`config.mk`:
```
export PLATFORM = sky130hd
export DESIGN_NAME = hrn_scheduler_top_flat
export DESIGN_NICKNAME = d
export VERILOG_FILES = /design/src/hdl/hrn_pkg.sv /design/src/hdl/hrn_if.sv /design/src/hdl/hrn_datapath.sv /design/src/hdl/hrn_ctrl.sv /design/src/hdl/hrn_scheduler_top.sv /design/src/flat_wrapper.sv
export SDC_FILE = /design/constraint.sdc
export NUM_CORES = 1
export LEC_CHECK = 0
export ABC_CLOCK_PERIOD_IN_PS = 23000
export BUFFER_PORTS_ARGS = -buffer_cell sky130_fd_sc_hd__buf_2
export CORE_ASPECT_RATIO = 0.7
export CORE_MARGIN = 2
export CORE_UTILIZATION = 39
export DETAILED_ROUTE_END_ITERATION = 8
export PLACE_DENSITY_LB_ADDON = 0.05
export SLEW_MARGIN = 20
export SYNTH_ARGS = -nofsm -noshare
export SYNTH_HDL_FRONTEND = slang
export SYNTH_SLANG_ARGS = --single-unit
```
`constraint.sdc`:
```
create_clock -name clk -period 23 [get_ports clk]
set_clock_uncertainty 0.1 [all_clocks]
set_input_delay 3.45 -clock clk [delete_from_list [all_inputs] [get_ports clk]]
set_output_delay 3.45 -clock clk [all_outputs]
set_load 0.1 [all_outputs]
```
`src/hdl/hrn_pkg.sv`:
```
`default_nettype none
package hrn_pkg;
  localparam int QUEUE_DEPTH = 16;
  localparam int TIME_BITS   = 16;
  localparam int BURST_BITS  = 8;
  localparam int SLOT_BITS   = $clog2(QUEUE_DEPTH);
  localparam int PROD_BITS   = TIME_BITS + 1 + BURST_BITS;

  typedef enum logic [1:0] {
    EV_DISPATCH = 2'd0,
    EV_FINISH   = 2'd1,
    EV_DROP     = 2'd2
  } ev_kind_t;

  typedef struct packed {
    logic [1:0]  kind;
    logic [7:0]  pid;
    logic [15:0] time_v;
    logic [15:0] wait_v;
    logic        last;
  } event_t;

  // controller -> datapath
  typedef struct packed {
    logic                 take_in;
    logic                 scan_clr;
    logic                 scan_step;
    logic [SLOT_BITS-1:0] scan_idx;
    logic                 do_finish;
    logic                 do_dispatch;
    logic                 tick_end;
  } dp_cmd_t;

  // datapath -> controller
  typedef struct packed {
    logic drop;
    logic fin;
    logic cpu_busy;
    logic found;
    logic pending;
  } dp_sts_t;
endpackage
`default_nettype wire

```
`src/hdl/hrn_if.sv`:
```
`default_nettype none
interface hrn_in_if;
  logic       valid;
  logic       ready;
  logic       arrival_valid;
  logic [7:0] arrival_pid;
  logic [7:0] arrival_burst;
  modport source (output valid, arrival_valid, arrival_pid, arrival_burst, input ready);
  modport sink   (input valid, arrival_valid, arrival_pid, arrival_burst, output ready);
endinterface

interface hrn_out_if;
  logic        valid;
  logic        ready;
  logic [1:0]  event_kind;
  logic [7:0]  event_pid;
  logic [15:0] event_time;
  logic [15:0] wait_ticks;
  logic        last;
  modport source (output valid, event_kind, event_pid, event_time, wait_ticks, last,
                  input ready);
  modport sink   (input valid, event_kind, event_pid, event_time, wait_ticks, last,
                  output ready);
endinterface
`default_nettype wire

```
`src/hdl/hrn_datapath.sv`:
```
`default_nettype none
module hrn_datapath
  import hrn_pkg::*;
(
  input  wire logic       clk,
  input  wire logic       rst_n,
  input  wire dp_cmd_t    cmd,
  input  wire logic       arr_v,
  input  wire logic [7:0] arr_pid,
  input  wire logic [7:0] arr_burst,
  output dp_sts_t         sts,
  output logic [7:0]      drop_pid,
  output logic [7:0]      run_pid,
  output logic [15:0]     run_wait16,
  output logic [15:0]     now16
);
  logic [QUEUE_DEPTH-1:0] valid_r, valid_nxt;
  logic [7:0]            pid_r   [QUEUE_DEPTH];
  logic [BURST_BITS-1:0] burst_r [QUEUE_DEPTH];
  logic [TIME_BITS-1:0]  arr_r   [QUEUE_DEPTH];
  logic [TIME_BITS-1:0]  now_r, run_exit_r, run_wait_r, bw_r;
  logic [BURST_BITS-1:0] bb_r;
  logic [SLOT_BITS-1:0]  best_r;
  logic                  found_r, busy_r;
  logic [7:0]            run_pid_r, drop_pid_r;
  logic                  drop_r;

  logic [SLOT_BITS-1:0]  free_idx;
  logic                  free_any;
  logic [BURST_BITS-1:0] in_b;
  logic [TIME_BITS-1:0]  w;
  logic [BURST_BITS-1:0] b;
  logic [PROD_BITS-1:0]  lhs, rhs;
  logic                  better;

  always_comb begin
    free_any = 1'b0;
    free_idx = '0;
    for (int i = QUEUE_DEPTH - 1; i >= 0; i--) begin
      if (!valid_r[i]) begin
        free_any = 1'b1;
        free_idx = SLOT_BITS'(i);
      end
    end
  end

  assign in_b = (arr_burst[BURST_BITS-1:0] == '0) ? BURST_BITS'(1) : arr_burst[BURST_BITS-1:0];
  assign w   = now_r - arr_r[cmd.scan_idx];
  assign b   = burst_r[cmd.scan_idx];
  // one slot a cycle; cross products against the current best
  assign lhs = PROD_BITS'({1'b0, w} + (TIME_BITS+1)'(b)) * PROD_BITS'(bb_r);
  assign rhs = PROD_BITS'({1'b0, bw_r} + (TIME_BITS+1)'(bb_r)) * PROD_BITS'(b);
  assign better = !found_r || (lhs > rhs) || ((lhs == rhs) && (w > bw_r));

  always_comb begin
    valid_nxt = valid_r;
    if (cmd.take_in && arr_v && free_any) valid_nxt[free_idx] = 1'b1;
    if (cmd.do_dispatch && found_r) valid_nxt[best_r] = 1'b0;
  end

  always_ff @(posedge clk) begin
    if (!rst_n) begin
      valid_r <= '0;
      now_r <= '0;
      busy_r <= 1'b0;
      run_pid_r <= '0;
      run_exit_r <= '0;
      run_wait_r <= '0;
      found_r <= 1'b0;
      drop_r <= 1'b0;
    end else begin
      valid_r <= valid_nxt;
      if (cmd.take_in) begin
        drop_r <= arr_v && !free_any;
        drop_pid_r <= arr_pid;
        if (arr_v && free_any) begin
          pid_r[free_idx]   <= arr_pid;
          burst_r[free_idx] <= in_b;
          arr_r[free_idx]   <= now_r;
        end
      end
      if (cmd.do_finish) busy_r <= 1'b0;
      if (cmd.scan_clr) found_r <= 1'b0;
      if (cmd.scan_step && valid_r[cmd.scan_idx] && better) begin
        found_r <= 1'b1;
        best_r  <= cmd.scan_idx;
        bw_r    <= w;
        bb_r    <= b;
      end
      if (cmd.do_dispatch && found_r) begin
        busy_r     <= 1'b1;
        run_pid_r  <= pid_r[best_r];
        run_wait_r <= bw_r;
        run_exit_r <= now_r + TIME_BITS'(bb_r);
      end
      if (cmd.tick_end) now_r <= now_r + 1'b1;
    end
  end

  assign sts.drop     = drop_r;
  assign sts.fin      = busy_r && (run_exit_r == now_r);
  assign sts.cpu_busy = busy_r;
  assign sts.found    = found_r;
  assign sts.pending  = |valid_r;
  assign drop_pid     = drop_pid_r;
  assign run_pid      = (cmd.do_dispatch) ? pid_r[best_r] : run_pid_r;
  assign run_wait16   = 16'(run_wait_r);
  assign now16        = 16'(now_r);
endmodule
`default_nettype wire

```
`src/hdl/hrn_ctrl.sv`:
```
`default_nettype none
module hrn_ctrl
  import hrn_pkg::*;
(
  input  wire logic    clk,
  input  wire logic    rst_n,
  input  wire logic    in_fire,
  input  wire logic    ev_ready,
  input  wire dp_sts_t sts,
  output dp_cmd_t      cmd,
  output logic         in_rdy,
  output logic         ev_load,
  output logic [1:0]   ev_kind,
  output logic         ev_last
);
  typedef enum logic [6:0] {
    S_IDLE = 7'b0000001,
    S_DROP = 7'b0000010,
    S_FIN  = 7'b0000100,
    S_SCAN = 7'b0001000,
    S_DISP = 7'b0010000,
    S_EMIT = 7'b0100000,
    S_END  = 7'b1000000
  } state_t;

  state_t state_r, state_nxt;
  logic [SLOT_BITS-1:0] idx_r, idx_nxt;

  always_comb begin
    state_nxt = state_r;
    idx_nxt   = idx_r;
    cmd       = '0;
    cmd.scan_idx = idx_r;
    in_rdy  = 1'b0;
    ev_load = 1'b0;
    ev_kind = EV_DISPATCH;
    ev_last = 1'b0;
    unique case (state_r)
      S_IDLE: begin
        in_rdy = 1'b1;
        if (in_fire) begin
          cmd.take_in = 1'b1;
          state_nxt = S_DROP;
        end
      end
      S_DROP: begin
        if (!sts.drop) state_nxt = S_FIN;
        else if (ev_ready) begin
          ev_load = 1'b1;
          ev_kind = EV_DROP;
          ev_last = !sts.fin && sts.cpu_busy;
          state_nxt = S_FIN;
        end
      end
      S_FIN: begin
        if (!sts.fin) begin
          state_nxt = sts.cpu_busy ? S_END : S_SCAN;
          cmd.scan_clr = 1'b1;
          idx_nxt = '0;
        end else if (ev_ready) begin
          ev_load = 1'b1;
          ev_kind = EV_FINISH;
          // an empty queue means no dispatch follows
          ev_last = !sts.pending;
          cmd.do_finish = 1'b1;
          cmd.scan_clr = 1'b1;
          idx_nxt = '0;
          state_nxt = S_SCAN;
        end
      end
      S_SCAN: begin
        cmd.scan_step = 1'b1;
        idx_nxt = idx_r + 1'b1;
        if (idx_r == SLOT_BITS'(QUEUE_DEPTH - 1)) state_nxt = S_DISP;
      end
      S_DISP: begin
        if (!sts.found) state_nxt = S_EMIT;
        else if (ev_ready) begin
          cmd.do_dispatch = 1'b1;
          ev_load = 1'b1;
          ev_kind = EV_DISPATCH;
          ev_last = 1'b1;
          state_nxt = S_END;
        end
      end
      S_EMIT: state_nxt = S_END;
      S_END: begin
        cmd.tick_end = 1'b1;
        state_nxt = S_IDLE;
      end
      default: state_nxt = S_IDLE;
    endcase
  end

  always_ff @(posedge clk) begin
    if (!rst_n) begin
      state_r <= S_IDLE;
      idx_r <= '0;
    end else begin
      state_r <= state_nxt;
      idx_r <= idx_nxt;
    end
  end

  assert property (@(posedge clk) disable iff (!rst_n) in_fire |-> state_r == S_IDLE)
    else $error("transfer outside idle");
  assert property (@(posedge clk) disable iff (!rst_n)
    cmd.do_dispatch |-> !sts.cpu_busy) else $error("dispatch while busy");
  assert property (@(posedge clk) disable iff (!rst_n)
    $onehot0({cmd.take_in, cmd.scan_step, cmd.tick_end})) else $error("command clash");
endmodule
`default_nettype wire

```
`src/hdl/hrn_scheduler_top.sv`:
```
`default_nettype none
// channel | dir | payload
// in_     | in  | arrival_valid, arrival_pid, arrival_burst (one tick)
// out_    | out | event_kind, event_pid, event_time, wait_ticks, last
// A tick with the CPU free steps through idle, drop, finish, a scan of all
// slots, dispatch and end (and emit when no job is ready); the scan compares
// one slot a cycle by cross-multiplication. A job that carries on skips the scan.
// Events leave through a single output register; a full register stalls the
// controller. Reset clears the queue, clock and CPU state at once.
module hrn_scheduler_top
  import hrn_pkg::*;
(
  input wire logic clk,
  input wire logic rst_n,
  hrn_in_if.sink   in_ch,
  hrn_out_if.source out_ch
);
  dp_cmd_t cmd;
  dp_sts_t sts;
  logic in_rdy, ev_load, ev_last;
  logic [1:0] ev_kind;
  logic [7:0] drop_pid, run_pid;
  logic [15:0] run_wait16, now16;
  logic ov_r;
  event_t ev_r;
  logic ev_ready;

  assign ev_ready = !ov_r || out_ch.ready;
  assign in_ch.ready = in_rdy;

  hrn_ctrl u_ctrl (
    .clk, .rst_n, .in_fire(in_ch.valid && in_rdy), .ev_ready, .sts, .cmd,
    .in_rdy, .ev_load, .ev_kind, .ev_last
  );

  hrn_datapath u_dp (
    .clk, .rst_n, .cmd, .arr_v(in_ch.arrival_valid), .arr_pid(in_ch.arrival_pid),
    .arr_burst(in_ch.arrival_burst), .sts, .drop_pid, .run_pid, .run_wait16, .now16
  );

  always_ff @(posedge clk) begin
    if (!rst_n) begin
      ov_r <= 1'b0;
    end else begin
      if (ev_load) ov_r <= 1'b1;
      else if (out_ch.ready) ov_r <= 1'b0;
    end
    if (ev_load) begin
      ev_r.kind   <= ev_kind;
      ev_r.time_v <= now16;
      ev_r.last   <= ev_last;
      ev_r.pid    <= (ev_kind == EV_DROP) ? drop_pid : run_pid;
      ev_r.wait_v <= (ev_kind == EV_FINISH) ? run_wait16 : 16'd0;
    end
  end

  assign out_ch.valid      = ov_r;
  assign out_ch.event_kind = ev_r.kind;
  assign out_ch.event_pid  = ev_r.pid;
  assign out_ch.event_time = ev_r.time_v;
  assign out_ch.wait_ticks = ev_r.wait_v;
  assign out_ch.last       = ev_r.last;
endmodule
`default_nettype wire
```
`src/flat_wrapper.sv`:
```
// flat-port wrapper written by rule: the top's interface ports become plain ports
module hrn_scheduler_top_flat import hrn_pkg::*;
  (clk, rst_n, in_ch_valid, in_ch_arrival_valid, in_ch_arrival_pid, in_ch_arrival_burst, in_ch_ready, out_ch_valid, out_ch_event_kind, out_ch_event_pid, out_ch_event_time, out_ch_wait_ticks, out_ch_last, out_ch_ready);
  hrn_in_if in_ch_i ();
  hrn_out_if out_ch_i ();
  input wire logic clk;
  input wire logic rst_n;
  input wire logic [$bits(in_ch_i.valid)-1:0] in_ch_valid;
  input wire logic [$bits(in_ch_i.arrival_valid)-1:0] in_ch_arrival_valid;
  input wire logic [$bits(in_ch_i.arrival_pid)-1:0] in_ch_arrival_pid;
  input wire logic [$bits(in_ch_i.arrival_burst)-1:0] in_ch_arrival_burst;
  output wire logic [$bits(in_ch_i.ready)-1:0] in_ch_ready;
  output wire logic [$bits(out_ch_i.valid)-1:0] out_ch_valid;
  output wire logic [$bits(out_ch_i.event_kind)-1:0] out_ch_event_kind;
  output wire logic [$bits(out_ch_i.event_pid)-1:0] out_ch_event_pid;
  output wire logic [$bits(out_ch_i.event_time)-1:0] out_ch_event_time;
  output wire logic [$bits(out_ch_i.wait_ticks)-1:0] out_ch_wait_ticks;
  output wire logic [$bits(out_ch_i.last)-1:0] out_ch_last;
  input wire logic [$bits(out_ch_i.ready)-1:0] out_ch_ready;
  assign in_ch_i.valid = in_ch_valid;
  assign in_ch_i.arrival_valid = in_ch_arrival_valid;
  assign in_ch_i.arrival_pid = in_ch_arrival_pid;
  assign in_ch_i.arrival_burst = in_ch_arrival_burst;
  assign in_ch_ready = in_ch_i.ready;
  assign out_ch_valid = out_ch_i.valid;
  assign out_ch_event_kind = out_ch_i.event_kind;
  assign out_ch_event_pid = out_ch_i.event_pid;
  assign out_ch_event_time = out_ch_i.event_time;
  assign out_ch_wait_ticks = out_ch_i.wait_ticks;
  assign out_ch_last = out_ch_i.last;
  assign out_ch_i.ready = out_ch_ready;
  hrn_scheduler_top u_core (.clk(clk), .rst_n(rst_n), .in_ch(in_ch_i), .out_ch(out_ch_i));
endmodule
```
---- Yosys cells after proc, flatten, opt, wreduce, memory -nomap -nowiden ----
Memory sizes are Yosys's and may differ from the RTL's. A register that Yosys moved wholly into a read port is not among the register bits.
Cells that the tools add are included.
word-level totals
  memories ................................ 3
  memory bits (writable) .................. 512
  flip-flop bits (word level) ............. 166
memories
  name                 depth  bits a word  read ports  clocked after memory_dff  write ports  line                RTL
  u_core.u_dp.arr_r    16     16           1           1                         1            hrn_datapath.sv:20  logic [TIME_BITS-1:0] arr_r [QUEUE_DEPTH];
  u_core.u_dp.burst_r  16     8            1           1                         1            hrn_datapath.sv:19  logic [BURST_BITS-1:0] burst_r [QUEUE_DEPTH];
  u_core.u_dp.pid_r    16     8            1           1                         1            hrn_datapath.sv:18  logic [7:0] pid_r [QUEUE_DEPTH];
cells by class
  multiplexer cells ....................... 95
  reduce and logical (&&, ||, !) cells .... 31
  $mul .................................... 2
  order comparisons ....................... 7
  equality and inequality tests ........... 17
  bitwise gates (word level) .............. 3
  add/sub/neg operators ................... 6
operators by type and width
  kind                                                                                 number
  4-bit two-way mux                                                                    23
  7-bit two-way mux                                                                    9
  17-bit by 8-bit multiplier with 25-bit output                                        2
  1-bit two-way mux                                                                    48
  7-bit one-hot mux with 6 select lines                                                1
  16-bit by 8-bit adder with 17-bit output                                             2
  16-bit two-way mux                                                                   2
  25-bit equality test                                                                 1
  25-bit > comparator                                                                  1
  8-bit two-way mux                                                                    3
  16-bit by 1-bit adder with 16-bit output, second input constant                      1
  16-bit by 8-bit adder with 16-bit output                                             1
  16-bit AND                                                                           1
  16-bit equality test                                                                 1
  16-bit > comparator                                                                  1
  16-bit inverter                                                                      1
  16-bit OR                                                                            1
  16-bit OR reduction                                                                  1
  16-bit subtractor                                                                    1
  4-bit by 5-bit < comparator with 1-bit output, second input constant                 3
  1-bit logical AND                                                                    13
  3-bit by 2-bit inequality test with 1-bit output, second input constant              3
  1-bit demux with 4-bit select                                                        2
  4-bit by 1-bit greater-or-equal comparator with 1-bit output, second input constant  2
  23 further kinds                                                                     37

---- Logic depth before layout (Yosys ltp) ----
Gate-level depths: netlist of run 1.
  depth after elaboration ................. 24
  depth in mapped cells ................... 46
  mapped depth without buffers ............ 42

---- Modules after synthesis ----
From an unflattened synthesis of run 1, not the netlist that was laid out.
second synthesis, totals
  cell total of the unflattened synthesis .. 2807
  area, all modules ....................... 37668.6 µm²
modules (own cells, without submodules)
  module             seq. area each (µm²)  cells an instance  area each (µm²)  times used
  hrn_datapath       18037.3               2629               35341.4          1
  hrn_scheduler_top  1311.3                76                 1555.2           1
  hrn_ctrl           220.2                 102                772.0            1

---- Worst setup path after synthesis of run 1 ----
OpenSTA, ideal clock, no wires.
  kind .................................... register -> register
  start ................................... register (tool-made name)
  end ..................................... register u_core.u_dp.bb_r[0] (enable)
  stages on the path, launching flop included .. 46
  data required time ...................... 22.521 ns
  data arrival time ....................... 10.747 ns
  library setup time ...................... 0.379 ns
  path slack .............................. 11.773 ns
  path buffers ............................ 4
  path through ............................ dfxtp_1 -> buf_4 -> buf_6 -> buf_1 -> buf_1 -> mux4_2 -> mux4_2 -> inv_1 -> ha_1 -> nor2b_1 -> o31a_1 -> o21ai_0 -> nand2b_1 -> a21o_1 -> a21oi_1 -> xnor2_1 -> ha_1 -> and2_1 -> (+10 left out) -> inv_1 -> fa_1 -> inv_1 -> ha_1 -> nand2_1 -> or3_1 -> nor4b_1 -> nor2_1 -> a21oi_1 -> or4_1 -> nand3_1 -> ha_1 -> nand4_1 -> nor2_1 -> and3_1 -> or4b_2 -> nand3_1 -> inv_1
RTL lines
  what                  line                RTL
  end signal, assigned  hrn_datapath.sv:88  bb_r <= b;
  end, declared         hrn_datapath.sv:22  logic [BURST_BITS-1:0] bb_r;

==> results of run 1 <==
## metrics by stage
stage / hold slack (ns) / instance area [µm²]
floorplan: 0.306 / 37400
global placement: 0.335 / 39500
detailed placement: 0.344 / 39500
CTS: 0.352 / 41800
global route: 0.376 / 41800
finish: 0.351 / 41800
## power breakdown
| part | leakage, µW | internal, µW | switching, µW |
|---|---|---|---|
| Combinational | 0.00819 | 1040 | 1420 |
| Clock | 0.00113 | 641 | 513 |
| Sequential | 0.00624 | 1350 | 11.4 |
| Total | 0.0156 | 3040 | 1940 |
## sequential cells by signal, summed over array words and instances, names as in the netlist, 16 cells and up, named ones only
signal                    flops
u_core.u_dp.valid_r          16
u_core.u_dp.now16            16
u_core.out_ch.wait_ticks     16
u_core.u_dp.burst_r         128
u_core.u_dp.run_wait16       16
u_core.u_dp.run_exit_r       16
u_core.u_dp.arr_r           256
u_core.u_dp.bw_r             16
u_core.out_ch.event_time     16
u_core.u_dp.pid_r           128
## routing by layer
metal	wire length [µm]	part of all wire [%]
met1	50300	49
met4	1820	1.8
met3	6270	6.1
met5	0	0
met2	45100	44
## layout make-up
| class | instances | area, µm² | share of cell area [%] |
|---|---|---|---|
| sequential | 686 | 19700 | 47.0 |
| inverter | 283 | 1060 | 2.54 |
| clock inverter | 47 | 503 | 1.20 |
| tap | 1261 | 1580 | 3.77 |
| timing repair buffer | 124 | 768 | 1.84 |
| clock buffer | 80 | 1830 | 4.38 |
| multi-input combinational | 1676 | 16400 | 39.3 |
## cell families after synthesis
group	count (synthesis)	share of synthesized area [%]
xor+xnor	130	3.10
mux	183	10.3
compound gates	320	5.41
fa+ha+maj	356	15.6
flops	686	52.5
buf+inv	380	3.88
simple gates	687	9.21
## Yosys cell counts, types with 31 or more instances
cell,number
dfxtp_1,95
a21oi_1,110
o21ai_0,65
inv_1,283
mux4_2,161
nand2_1,207
nor2_1,136
and3_1,31
ha_1,171
fa_1,184
edfxtp_1,591
nor2b_1,38
clkbuf_1,70
xor2_1,42
a21o_1,34
xnor2_1,85
and2_1,106
## worst paths after layout
check / from / endpoint / slack (ns) / depth (start not counted)
setup / recovery: flip-flop / u_core.u_dp.bb_r[5] / 9.61 / 36
hold / removal: u_core.u_dp.run_wait16[1] / u_core.u_dp.run_wait16[1] / 0.35 / 2
hold reg to reg: u_core.u_dp.run_wait16[1] / u_core.u_dp.run_wait16[1] / 0.35 / 2
setup reg to reg: flip-flop / u_core.u_dp.bb_r[5] / 9.61 / 36
## tightest hold or removal path: stages (launching register included)
cell     delay, ns
dfxtp_1       0.31
nand2_1       0.05
a21oi_1       0.05
==> reports/metrics.yaml, run 1 <==
sta:
  tightest_slew_ns: 1.17
  rsz0062_at_grt: "no"
  fmaxAchievable_ghz: 0.0747
  fin_setup_tns_ns: 0
  fin_crit_sh_pct: 58.2
  hold_viol: 0
  setup_viol: 0
  max_slew_margin_pct: 19.7
  min_period_ns: 13.39
  final.setup.worst_slack_ns: 9.61
  maxSlewViolCount: 0
route:
  antenna_left: 0
  post_drt_via_cell_ratio: 5.46
  first_iter_violations: 1834
  dr_total_vias: 22717
  first_pass_iters: 7
  routed_wl_mm: 103
  wl_per_cell_um: 24.9
  drcViolationCount: 0
critical_path:
  end_kind: "flip-flop"
  cpLargestDelayFamily: "adder cells"
  slowest_delay_ns: 0.79
  crit_top_cell: "fa_1"
  crit_type: "reg2reg"
  cp_max_fo: 33
  required_ns: 23.18
  critPathBufInv: 6
  crit_slowest_cell: "dfxtp_4"
  cp-start-kind: "flip-flop"
  cp.arrival_ns: 13.57
die:
  core_um2: 95600
  chipHeight_um: 263
  die_x_um: 374
  start_util_pct: 39.2
  io_pins: 66
  die_area_um2: 98500
  fp-row-count: 95
grt:
  antenna_found_initial: 1
  grt.met1_usage_pct: 32.6
  use_met2_pct: 31.5
  grt_max_degree: 65
  grt_overflow: 0
  grtUsageMet3_pct: 3.57
  grt_pass1_wl_mm: 154
  grt_use_total_pct: 21.2
  gr-max-usage-layer: "met1"
  grt_pass1_vias: 23221
yosys:
  ys_seq_area_share_pct: 52.5
  ys_types: 73
  yosys_warnings: 0
  ys.flop_type: "edfxtp_1"
  syn_inst: 2742
  synth_nets: 3118
  synth_area_leader_cell: "edfxtp_1"
  syn_area_um2: 37400
  synth.avg_cell_area_um2: 13.6
  synth-async-reset-ratio_pct: 0
  synth_edf_count: 591
  synth_area_leaders: "edfxtp_1, fa_1, mux4_2"
  synth-seq-cells: 686
  synth_top_area_share_pct: 47.4
place:
  io_buffers: 65
  gp_congestion: 0.898
  placed_cells: 4030
  dp_slack_ns: 9.27
  hpwl_mm: 67.8
cts:
  clockBufferDepth: 3
  cts_sinks: 686
  cts_resized: 0
  cts_hold_buffers: 0
  cts_setup_buffers: 0
  clockRootBuffer: "clkbuf_16"
  numCtsBuffers: 71
  cts_tree: "done"
  clkTransAtPathRegs_ns: 0.06
  insertion_delay_ns: 0.67
  htree_levels: 3
power:
  p_per_area_nw_per_um2: 119
  p_leak_uw: 0.0156
  power_uw: 4980
  peakVddDrop_mv: 0.192
worst_hold_path:
  worstHoldPathType: "reg2reg"
layout:
  syn2layout_area_growth_pct: 11.8
  final-instance-count-excl-fill: 4157
  mostFrequentLayoutCells: "edfxtp_1, inv_1, nand2_1, fa_1, ha_1"
  antenna_cells_inserted: 0
  postLayoutCoreUtil_pct: 43.8
  nFillCells: 8777
  finalNetCount: 3218
  drive_above_1_share_pct: 15.2
  final_common_cell: "edfxtp_1"
status:
  status: "finished clean"
job:
  drv_cap: 0
No activity file was read; power rests on OpenSTA's default activity.
==> run 2, diff against run 1 <==
- ABC_CLOCK_PERIOD_IN_PS: 23000 -> 12950
- clock period: 23 -> 12.95 ns (I/O delays scaled with it)
==> reports/metrics.yaml, run 2 (same netlist as run 1, synthesis figures left out) <==
cts:
  htree_levels: 3
  insertion_delay_ns: 0.68
  cts_sinks: 686
  cts_hold_buffers: 0
  numCtsBuffers: 73
  cts_resized: 0
  cts_tree: "done"
  clkTransAtPathRegs_ns: 0.06
  cts_setup_buffers: 0
  clockRootBuffer: "clkbuf_16"
  clockBufferDepth: 3
place:
  gp_congestion: 0.873
  placed_cells: 4035
  dp_slack_ns: 1.25
  hpwl_mm: 68.6
  io_buffers: 65
layout:
  final-instance-count-excl-fill: 4169
  drive_above_1_share_pct: 15.4
  antenna_cells_inserted: 0
  syn2layout_area_growth_pct: 12.2
  regMostFlops: "u_core.u_dp.arr_r"
  reg.largest.list: "u_core.u_dp.arr_r (256), u_core.u_dp.burst_r (128), u_core.u_dp.pid_r (128)"
  final_common_cell: "edfxtp_1"
  mostFrequentLayoutCells: "edfxtp_1, inv_1, nand2_1, fa_1, ha_1"
  nFillCells: 8679
  largest_reg_flops: 256
  finalNetCount: 3226
power:
  p_leak_uw: 0.0156
  p_per_area_nw_per_um2: 216
  peakVddDrop_mv: 0.362
route:
  antenna_left: 0
  routed_wl_mm: 104
  met3WireLength_mm: 5.25
  wl_met1_mm: 52.4
  dr.max_layer_used: "met4"
  first_pass_iters: 5
  drcViolationCount: 0
  wl_per_cell_um: 24.9
  dr_wl_met2_mm: 45.0
  post_drt_via_cell_ratio: 5.42
  first_iter_violations: 1955
  dr_total_vias: 22576
sta:
  fmaxAchievable_ghz: 0.0850
  min_period_ns: 11.77
  max_slew_margin_pct: 25.5
  hold_viol: 0
  setup_viol: 0
  rsz0062_at_grt: "no"
  maxSlewViolCount: 0
  final.setup.worst_slack_ns: 1.18
  fin_crit_sh_pct: 90.9
  tightest_slew_ns: 1.12
  fin_setup_tns_ns: 0
critical_path:
  cp-start-kind: "flip-flop"
  critPathBufInv: 5
  end_kind: "flip-flop"
  cp.arrival_ns: 12.01
  crit_slowest_cell: "or4b_2"
  slowest_delay_ns: 0.71
  cpLargestDelayFamily: "adder cells"
  cp_max_fo: 24
  crit_type: "reg2reg"
  required_ns: 13.19
grt:
  grt_overflow: 0
  antenna_found_initial: 0
  grt_max_degree: 67
  grt_use_total_pct: 21.5
  grt_pass1_vias: 23458
  grt_pass1_wl_mm: 157
die:
  start_util_pct: 39.2
  chipHeight_um: 263
  die_area_um2: 98500
  die_x_um: 374
  io_pins: 66
  core_um2: 95600
  fp-row-count: 95
job:
  drv_cap: 0
worst_hold_path:
  worstHoldPathType: "reg2reg"
status:
  status: "finished clean"
run 2: cell count changes in the layout (fill, tap and decap cells not counted), moves of 4 or more:
cell       delta
buf_4         +4
clkinv_1      -5
clkbuf_1      +8
clkbuf_8      +7
clkbuf_16     +4
run 2: metrics by stage:
step | util (%) | total power, µW | hold slack (ns) | cell area [µm²]
2_1_floorplan | - | 5760 | 0.306 | 37400
3_3_place_gp | 41.4 | 6930 | 0.340 | 39600
3_5_place_dp | 41.4 | 6950 | 0.346 | 39600
4_1_cts | 43.9 | 9100 | 0.354 | 42000
5_1_grt | 43.9 | 9790 | 0.377 | 42000
6_report | 43.9 | 9060 | 0.351 | 42000
run 2: worst min-delay path, cell delays in order, from the launching register on:
cell and delay [ns]:
dfxtp_1 0.30, nand2_1 0.05, a21oi_1 0.05
run 2: area by class of cell:
class                      instances  area (µm²)  area share, %
multi-input combinational       1676       16400           39.1
timing repair buffer             130         833           1.98
clock buffer                      99        2060           4.90
tap                             1261        1580           3.76
sequential                       686       19700           46.8
inverter                         283        1060           2.53
clock inverter                    34         370          0.882
run 2: worst paths after layout:
kind              cells past startpoint                         to  slack [ns]                 startpoint
setup / recovery                     41        u_core.u_dp.bb_r[2]        1.18                  flip-flop
setup reg to reg                     41        u_core.u_dp.bb_r[2]        1.18                  flip-flop
hold / removal                        2  u_core.u_dp.run_wait16[1]        0.35  u_core.u_dp.run_wait16[1]
hold reg to reg                       2  u_core.u_dp.run_wait16[1]        0.35  u_core.u_dp.run_wait16[1]
run 2: where the power goes:
| group | switching, µW | internal, µW |
|---|---|---|
| Sequential | 18.8 | 2410 |
| Combinational | 2660 | 1880 |
| Clock | 921 | 1180 |
run 2: per-layer routing:
metal,GRT usage [%],vias to the layer above
met5,0,-
met4,3.48,0
met3,3.31,95
met2,31.7,607
met1,33.8,11779
li1,-,10095
